$ cat config.mk
export PLATFORM = sky130hd
export DESIGN_NAME = psfa_ctrl
export DESIGN_NICKNAME = d
export VERILOG_FILES = /design/src/psfa_pkg.sv /design/src/psfa_ctrl.sv
export SDC_FILE = /design/constraint.sdc
export NUM_CORES = 1
export LEC_CHECK = 0
export BUFFER_PORTS_ARGS = -buffer_cell sky130_fd_sc_hd__clkbuf_2
export CAP_MARGIN = 40
export CORE_AREA = 2 2 39 41
export CTS_CLUSTER_DIAMETER = 100
export DETAILED_ROUTE_END_ITERATION = 8
export DIE_AREA = 0 0 41 43
export PLACE_DENSITY = 0.65
export SYNTH_ARGS = -nofsm -noshare
export SYNTH_HDL_FRONTEND = slang
export SYNTH_SLANG_ARGS = --single-unit
$ cat constraint.sdc
create_clock -name clk -period 2.51 [get_ports clk]
set_input_delay 0.3765 -clock clk [delete_from_list [all_inputs] [get_ports clk]]
set_output_delay 0.3765 -clock clk [all_outputs]
set_load 0.02 [all_outputs]
$ cat src/psfa_pkg.sv
// Shared types, codes and constants of the page segment fit allocator.
// No dependencies; every other file of the block uses it by scoped names.
package psfa_pkg;

	// Fixed field widths
	localparam int PAGE_W   = 24;
	localparam int BYTE_W   = 25;
	localparam int PB_W     = 17;
	localparam int OP_W     = 2;
	localparam int STATUS_W = 3;
	localparam int CFG_IDX_W = 2;
	localparam int CFG_W    = 25;

	// Parameter defaults
	localparam int MAX_SEGMENTS_DEF = 64;
	localparam int OWNER_BITS_DEF   = 8;

	// Register reset values and the page cap
	localparam logic           FIT_POLICY_RST   = 1'b1;
	localparam logic [BYTE_W-1:0] MEMORY_BYTES_RST = 25'd65536;
	localparam logic [PB_W-1:0]   PAGE_BYTES_RST   = 17'd16;
	localparam logic [BYTE_W-1:0] PAGE_CAP         = 25'h1000000;

	typedef enum logic [OP_W-1:0] {
		OP_ALLOC      = 2'd0,
		OP_PLACE      = 2'd1,
		OP_FREE_OWNER = 2'd2,
		OP_FREE_HEAD  = 2'd3
	} opcode_t;

	typedef enum logic [STATUS_W-1:0] {
		ST_OK        = 3'd0,
		ST_NO_FIT    = 3'd1,
		ST_FULL      = 3'd2,
		ST_NOT_FOUND = 3'd3,
		ST_BAD_PLACE = 3'd4
	} status_t;

	typedef enum logic [CFG_IDX_W-1:0] {
		CFG_FIT_POLICY   = 2'd0,
		CFG_MEMORY_BYTES = 2'd1,
		CFG_PAGE_BYTES   = 2'd2
	} cfg_index_t;

	typedef enum logic [3:0] {
		S_IDLE, S_DIV_TOTAL, S_DIV_SIZE, S_CHECK, S_SCAN_PRIME, S_SCAN, S_DECIDE,
		S_INS_PRIME, S_INS, S_WRITE_NEW, S_REM_PRIME, S_REM, S_DROP, S_HEAD,
		S_RESULT
	} state_t;

	typedef enum logic [3:0] {
		CMD_NONE, CMD_LOAD, CMD_TAKE_TOTAL, CMD_TAKE_SIZE, CMD_CHECK,
		CMD_SCAN_PRIME, CMD_SCAN, CMD_INS_PRIME, CMD_INS, CMD_WRITE_NEW,
		CMD_REM_PRIME, CMD_REM, CMD_DROP, CMD_HEAD_READ, CMD_OUT_LOAD
	} dp_cmd_t;

	typedef struct packed {
		logic div_done;
		logic pre_decided;
		logic scan_done;
		logic ok;
		logic is_insert;
		logic ins_shift;
		logic rem_shift;
		logic ins_end;
		logic rem_end;
	} dp_status_t;

endpackage

$ cat src/psfa_ctrl.sv
// Controller state machine: sequences division, scan, table shift and result.
// Depends on psfa_pkg; drives psfa_dp by command and reads its status.
module psfa_ctrl (
	input  logic                  clk,
	input  logic                  arst_n,
	input  logic                  in_valid,
	output logic                  in_ready,
	output logic                  out_valid,
	input  logic                  out_ready,
	output psfa_pkg::dp_cmd_t     cmd,
	input  psfa_pkg::dp_status_t  st
);
	psfa_pkg::state_t state_q;
	psfa_pkg::state_t state_d;
	logic             out_valid_q;
	logic             out_load;

	// State register
	always_ff @(posedge clk or negedge arst_n) begin
		if (!arst_n)
			state_q <= psfa_pkg::S_IDLE;
		else
			state_q <= state_d;
	end

	// Next state and command
	always_comb begin
		state_d  = state_q;
		cmd      = psfa_pkg::CMD_NONE;
		in_ready = 1'b0;
		out_load = 1'b0;
		unique case (state_q)
			psfa_pkg::S_IDLE: begin
				in_ready = 1'b1;
				if (in_valid) begin
					cmd     = psfa_pkg::CMD_LOAD;
					state_d = psfa_pkg::S_DIV_TOTAL;
				end
			end
			psfa_pkg::S_DIV_TOTAL: begin
				if (st.div_done) begin
					cmd     = psfa_pkg::CMD_TAKE_TOTAL;
					state_d = psfa_pkg::S_DIV_SIZE;
				end
			end
			psfa_pkg::S_DIV_SIZE: begin
				if (st.div_done) begin
					cmd     = psfa_pkg::CMD_TAKE_SIZE;
					state_d = psfa_pkg::S_CHECK;
				end
			end
			psfa_pkg::S_CHECK: begin
				cmd     = psfa_pkg::CMD_CHECK;
				state_d = st.pre_decided ? psfa_pkg::S_DECIDE : psfa_pkg::S_SCAN_PRIME;
			end
			psfa_pkg::S_SCAN_PRIME: begin
				cmd     = psfa_pkg::CMD_SCAN_PRIME;
				state_d = psfa_pkg::S_SCAN;
			end
			psfa_pkg::S_SCAN: begin
				cmd = psfa_pkg::CMD_SCAN;
				if (st.scan_done)
					state_d = psfa_pkg::S_DECIDE;
			end
			psfa_pkg::S_DECIDE: begin
				if (!st.ok)
					state_d = psfa_pkg::S_HEAD;
				else if (st.is_insert)
					state_d = st.ins_shift ? psfa_pkg::S_INS_PRIME : psfa_pkg::S_WRITE_NEW;
				else
					state_d = st.rem_shift ? psfa_pkg::S_REM_PRIME : psfa_pkg::S_DROP;
			end
			psfa_pkg::S_INS_PRIME: begin
				cmd     = psfa_pkg::CMD_INS_PRIME;
				state_d = psfa_pkg::S_INS;
			end
			psfa_pkg::S_INS: begin
				cmd = psfa_pkg::CMD_INS;
				if (st.ins_end)
					state_d = psfa_pkg::S_WRITE_NEW;
			end
			psfa_pkg::S_WRITE_NEW: begin
				cmd     = psfa_pkg::CMD_WRITE_NEW;
				state_d = psfa_pkg::S_HEAD;
			end
			psfa_pkg::S_REM_PRIME: begin
				cmd     = psfa_pkg::CMD_REM_PRIME;
				state_d = psfa_pkg::S_REM;
			end
			psfa_pkg::S_REM: begin
				cmd = psfa_pkg::CMD_REM;
				if (st.rem_end)
					state_d = psfa_pkg::S_DROP;
			end
			psfa_pkg::S_DROP: begin
				cmd     = psfa_pkg::CMD_DROP;
				state_d = psfa_pkg::S_HEAD;
			end
			psfa_pkg::S_HEAD: begin
				cmd     = psfa_pkg::CMD_HEAD_READ;
				state_d = psfa_pkg::S_RESULT;
			end
			psfa_pkg::S_RESULT: begin
				if (!out_valid_q || out_ready) begin
					cmd      = psfa_pkg::CMD_OUT_LOAD;
					out_load = 1'b1;
					state_d  = psfa_pkg::S_IDLE;
				end
			end
			default: state_d = psfa_pkg::S_IDLE;
		endcase
	end

	// Output word valid: set on load, drop when taken
	always_ff @(posedge clk or negedge arst_n) begin
		if (!arst_n)
			out_valid_q <= 1'b0;
		else if (out_load)
			out_valid_q <= 1'b1;
		else if (out_ready)
			out_valid_q <= 1'b0;
	end

	assign out_valid = out_valid_q;

endmodule

# ---- Word-level counts from Yosys, hierarchy flattened
# Index checks and enable logic that the tools add are counted.
dict set report totals {
  ff_bits 5
  output_inout_bits 6
}
dict set report op_classes {
  eq_ne 21
  mux 23
  reduce_logical 6
}
# operator n
set ops {}
lappend ops {{4-bit case mux with 14 select lines} 2}
lappend ops {{4-bit two-way mux} 11}
lappend ops {{4-bit equality test, second input constant} 7}
lappend ops {{4-bit by 3-bit equality test with 1-bit output, second input constant} 4}
lappend ops {{2-bit != test, second input constant} 7}
lappend ops {{4-bit by 2-bit equality test with 1-bit output, second input constant} 2}
lappend ops {{7-bit AND reduction} 1}
lappend ops {{1-bit two-way mux} 6}
lappend ops {{2-bit two-way mux} 3}
lappend ops {{4-bit by 1-bit equality test with 1-bit output, second input constant} 1}
lappend ops {{4-bit logical NOT} 1}
lappend ops {{3-bit two-way mux} 1}
lappend ops {{2-bit nonzero test} 1}
lappend ops {{2-bit OR reduction} 1}
lappend ops {{1-bit logical NOT} 1}
lappend ops {{1-bit logical OR} 1}

# ---- Longest topological paths before layout
dict set report depth {
  depth_word 5
  ltp_mapped 6
  mapped_depth_nobuf 4
}

# ---- Worst setup path after synthesis
# OpenSTA, ideal clock, no wires.
dict set report synth_timing {
  kind {register -> register}
  startpoint {register state_q[1]}
  endpoint {register state_q[0]}
  arrival_ns 1.832
  required_ns 2.416
  path_slack_ns 0.584
  path_stages_with_launch 6
  cell_sequence {dfrtp_1 > buf_2 > nor4_1 > o2bb2ai_1 > o41ai_1 > a221oi_2}
}
dict set report synth_via {
  elab_chain_cells 3
  elab_cells_between_ends 25
  cone_classes {eq/ne: 21; mux: 1; reduce/logical: 3}
}
# item line
set synth_lines {}
lappend synth_lines {{from (decl)} psfa_ctrl.sv:13} ;# psfa_pkg::state_t state_q;
lappend synth_lines {{from (signal assigned)} psfa_ctrl.sv:21} ;# state_q <= psfa_pkg::S_IDLE;
lappend synth_lines {{from (signal assigned)} psfa_ctrl.sv:23} ;# state_q <= state_d;
lappend synth_lines {{4-bit equality test (tied with other cells)} psfa_ctrl.sv:32} ;# unique case (state_q)
lappend synth_lines {{2-bit OR reduction (no line) / 2-bit != test (equally long branches)} n/a}
lappend synth_lines {{4-bit case mux with 14 select lines / 7-bit AND reduction (equally long branches)} n/a}
# Several ways; a longest one is shown, not always the timed one.
# A chain may end at the register's enable or synchronous reset.

# ---- Worst setup path after layout
dict set report layout_timing {
  startpoint {register state_q[0]}
  endpoint {output port cmd[0]}
}
dict set report layout_via {
  elab_chain_cells 2
  elab_cells_between_ends 15
  cone_classes {eq/ne: 13; mux: 1; reduce/logical: 1}
}
# item line
set layout_lines {}
lappend layout_lines {{4-bit equality test (tied with other cells)} psfa_ctrl.sv:32}
lappend layout_lines {{4-bit case mux with 14 select lines *} psfa_ctrl.sv:32}
lappend layout_lines {{to (decl)} psfa_ctrl.sv:10} ;# output psfa_pkg::dp_cmd_t cmd,
# Mark *: on every way between the ends. The rest lies on a longest branch, timed or not.

==> impl_metrics.yaml <==
pwr:
  p_clk_share_pct: 10.8
  p_sw_share_pct: 52.0
  p_int_uw: 407
  seqPwrFrac_pct: 29.5
  p_switching_uw: 442
  p_comb_share_pct: 59.7
  p_per_area_nw_per_um2: 1260
  power_leakage_nw: 0.311
  ir_worst_vdd_v: 0.000609
clock_tree:
  clock_path_buffers: 2
  clkLatencyLatePin_ns: 0.24
  ctsRootBufferMaster: "clkbuf_4"
  cts_sinks: 5
  cts_max_level: 1
  cts_setup_buffers: 0
  clk_pin_slew_ns: 0.04
  cts_buffers: 3
  cts_tree: "built"
  cts_resized: 0
sta:
  grt_setup_unrepaired: "false"
  fmax_mhz: 441
  final-max-slew-violation-count: 0
  fin_crit_ns: 2.27
  finalCritPeriodShare_pct: 90.3
  tns_ns: 0
  finalHoldViolations: 0
  fin_skew_ns: 0.00208
  relSlewSlack_pct: 65.0
  worst_pin_slew_ns: 0.525
  setup_violations: 0
  fin_ws_ns: 0.245
grt:
  grt_pass1_wl_um: 2210
  top_usage_layer: "met2"
  grt_use_met2_pct: 25.3
  grt_max_degree: 19
  grtUsageMet3_pct: 5.24
  antenna_found_initial: 0
  grt_pass1_vias: 511
  grt.total_usage_pct: 18.1
  overflow: 0
  use_met1_pct: 25.1
finish:
  diodes: 0
  mostFrequentLayoutCells: "18 x clkbuf_2, 6 x inv_1, 6 x a21oi_1, 6 x o21ai_0, 5 x dfrtp_1"
  nFillCells: 154
  register_area_um2: 125
  drive_above_1_share_pct: 30.3
  area_delta_synth_final_pct: 19.2
  final_net_count: 103
  finalNonFillerCells: 105
  design_area_um2: 674
  multi_input_area_um2: 379
  layout_commonest_cell: "clkbuf_2"
floorplanning:
  dieWidth_um: 41
  die_h_um: 43
  rows: 14
  dieArea_um2: 1760
  start_util_pct: 40.9
  io-pin-count: 19
  fp.coreArea_um2: 1380
drt:
  dr.pass1.iters: 3
  avgViaCountPerCell: 5.75
  wire_per_inst_um: 12.6
  ant_nets: 0
  drc: 0
  drt-initial-drc-count: 11
  postRouteWirelength_um: 1330
  vias: 604
flow_run:
  drv_cap: 0
place:
  dp_worst_setup_slack_ns: 0.520
  dp_hpwl_um: 955
  placedCellCount: 100
  placed_cell_area_um2: 637
  io_buffers: 18
  finalWeightedCongestion: 0.817
worst_setup_path:
  start_kind: "register"
  worstPathMaxFanout: 17
  worstSetupPathType: "reg2out"
  critPathCaptureType: "output pin"
  cp_data_arrival_time_ns: 1.89
  worstPathRequired_ns: 2.13
yosys:
  seq_area_frac_synth_pct: 22.1
  synthFlopType: "dfrtp_1"
  syn_nets: 86
  ys_ff_latch: 5
  synthCells: 73
  ys.warnings.count: 0
  synth-edff-count: 0
  ys_async_sr_fraction_pct: 100
  ys_types: 34
  syn-cell-area_um2: 566
  syn_avg_cell_area_um2: 7.75
status:
  status: "completed"
min_path:
  hold_path.class: "in2async"
==> cell usage after synthesis (all sizes together) (2+ instances only) <==
cell type / n / area share [%]
or3: 2 / 3.1
clkbuf: 2 / 1.3
nand2: 3 / 2.0
a211oi: 2 / 2.7
inv: 6 / 4.0
nor4: 2 / 2.2
buf: 5 / 5.5
o41ai: 2 / 3.1
nand2b: 3 / 3.3
o21ai: 6 / 5.3
nor4b: 2 / 3.1
nand3: 3 / 2.7
nor2: 4 / 2.7
dfrtp: 5 / 22
nor2b: 2 / 2.2
a21oi: 7 / 6.9
mux2i: 3 / 5.3
==> power groups by stage <==
stage          registers [mW]  clock network [mW]  logic [mW]
5_1_grt                 0.262               0.103       0.558
2_1_floorplan           0.135                   0       0.520
3_5_place_dp            0.249                   0       0.506
6_report                0.250              0.0917       0.507
3_3_place_gp            0.244                   0       0.499
4_1_cts                 0.246              0.0936       0.510
==> metrics by stage <==
step                      hold WS (ns)  power [mW]  utilization (%)
after CTS                        0.475       0.850             48.7
after global placement           0.198       0.743             46.0
after floorplan                 0.0809       0.655                -
after detailed placement         0.196       0.754             46.0
after global routing             0.495       0.923             48.7
final                            0.475       0.849             48.7
==> final cells by class <==
class	instances	share of cell area (%)
tap	16	2.97
multi-input combinational	55	56.2
clock buffer	3	3.34
clock inverter	1	0.742
timing repair buffer	19	14.8
inverter	6	3.34
sequential	5	18.6
==> metal layers <==
layer  wire (µm)  part of all wire, %  vias to the layer above
met4           9                 0.68                        0
met3          77                  5.8                        2
met2         603                   45                       18
met5           0                    0                        -
li1            -                    -                      305
met1         635                   48                      279
==> critical path, stage by stage (launching register included) <==
cell and delay (ns):
dfrtp_1 0.64, inv_1 0.25, mux2_2 0.32, a21oi_1 0.15, o21ai_0 0.10, clkbuf_2 0.19
==> sequential cells by signal (all words and copies together) (netlist names) <==
name,flops
out_valid,1
state_q,4
==> path summary, 6_finish.rpt <==
kind,from,end,slack [ns],cells after the start
max in group asynchronous,arst_n,out_valid,1.90,2
worst max-delay path,state_q[0],cmd[0],0.24,5
worst min-delay path,arst_n,state_q[0],0.48,2
worst max register to register,state_q[1],state_q[2],0.68,4
min in group clk,out_ready,out_valid,0.55,3
worst min register to register,out_valid,out_valid,0.62,2
==> what timing repair did <==
| action | in CTS | in global routing |
|---|---|---|
| setup endpoints to repair | 0 | 0 |
| hold buffers | 1 | 0 |
| endpoints found under the hold margin | 5 | 0 |
==> kinds of logic (layout without fill, tap and decap cells) <==
| kind of cell | count (synthesis) | in the layout | synth area share, % |
|---|---|---|---|
| and+or+nand+nor | 27 | 27 | 29.9 |
| AOI/OAI and AO/OA | 24 | 24 | 29.9 |
| buffers and inverters | 13 | 29 | 10.8 |
| DFF | 5 | 5 | 22.1 |
| muxes | 4 | 4 | 7.30 |
No activity file was read; power rests on OpenSTA's default activity.
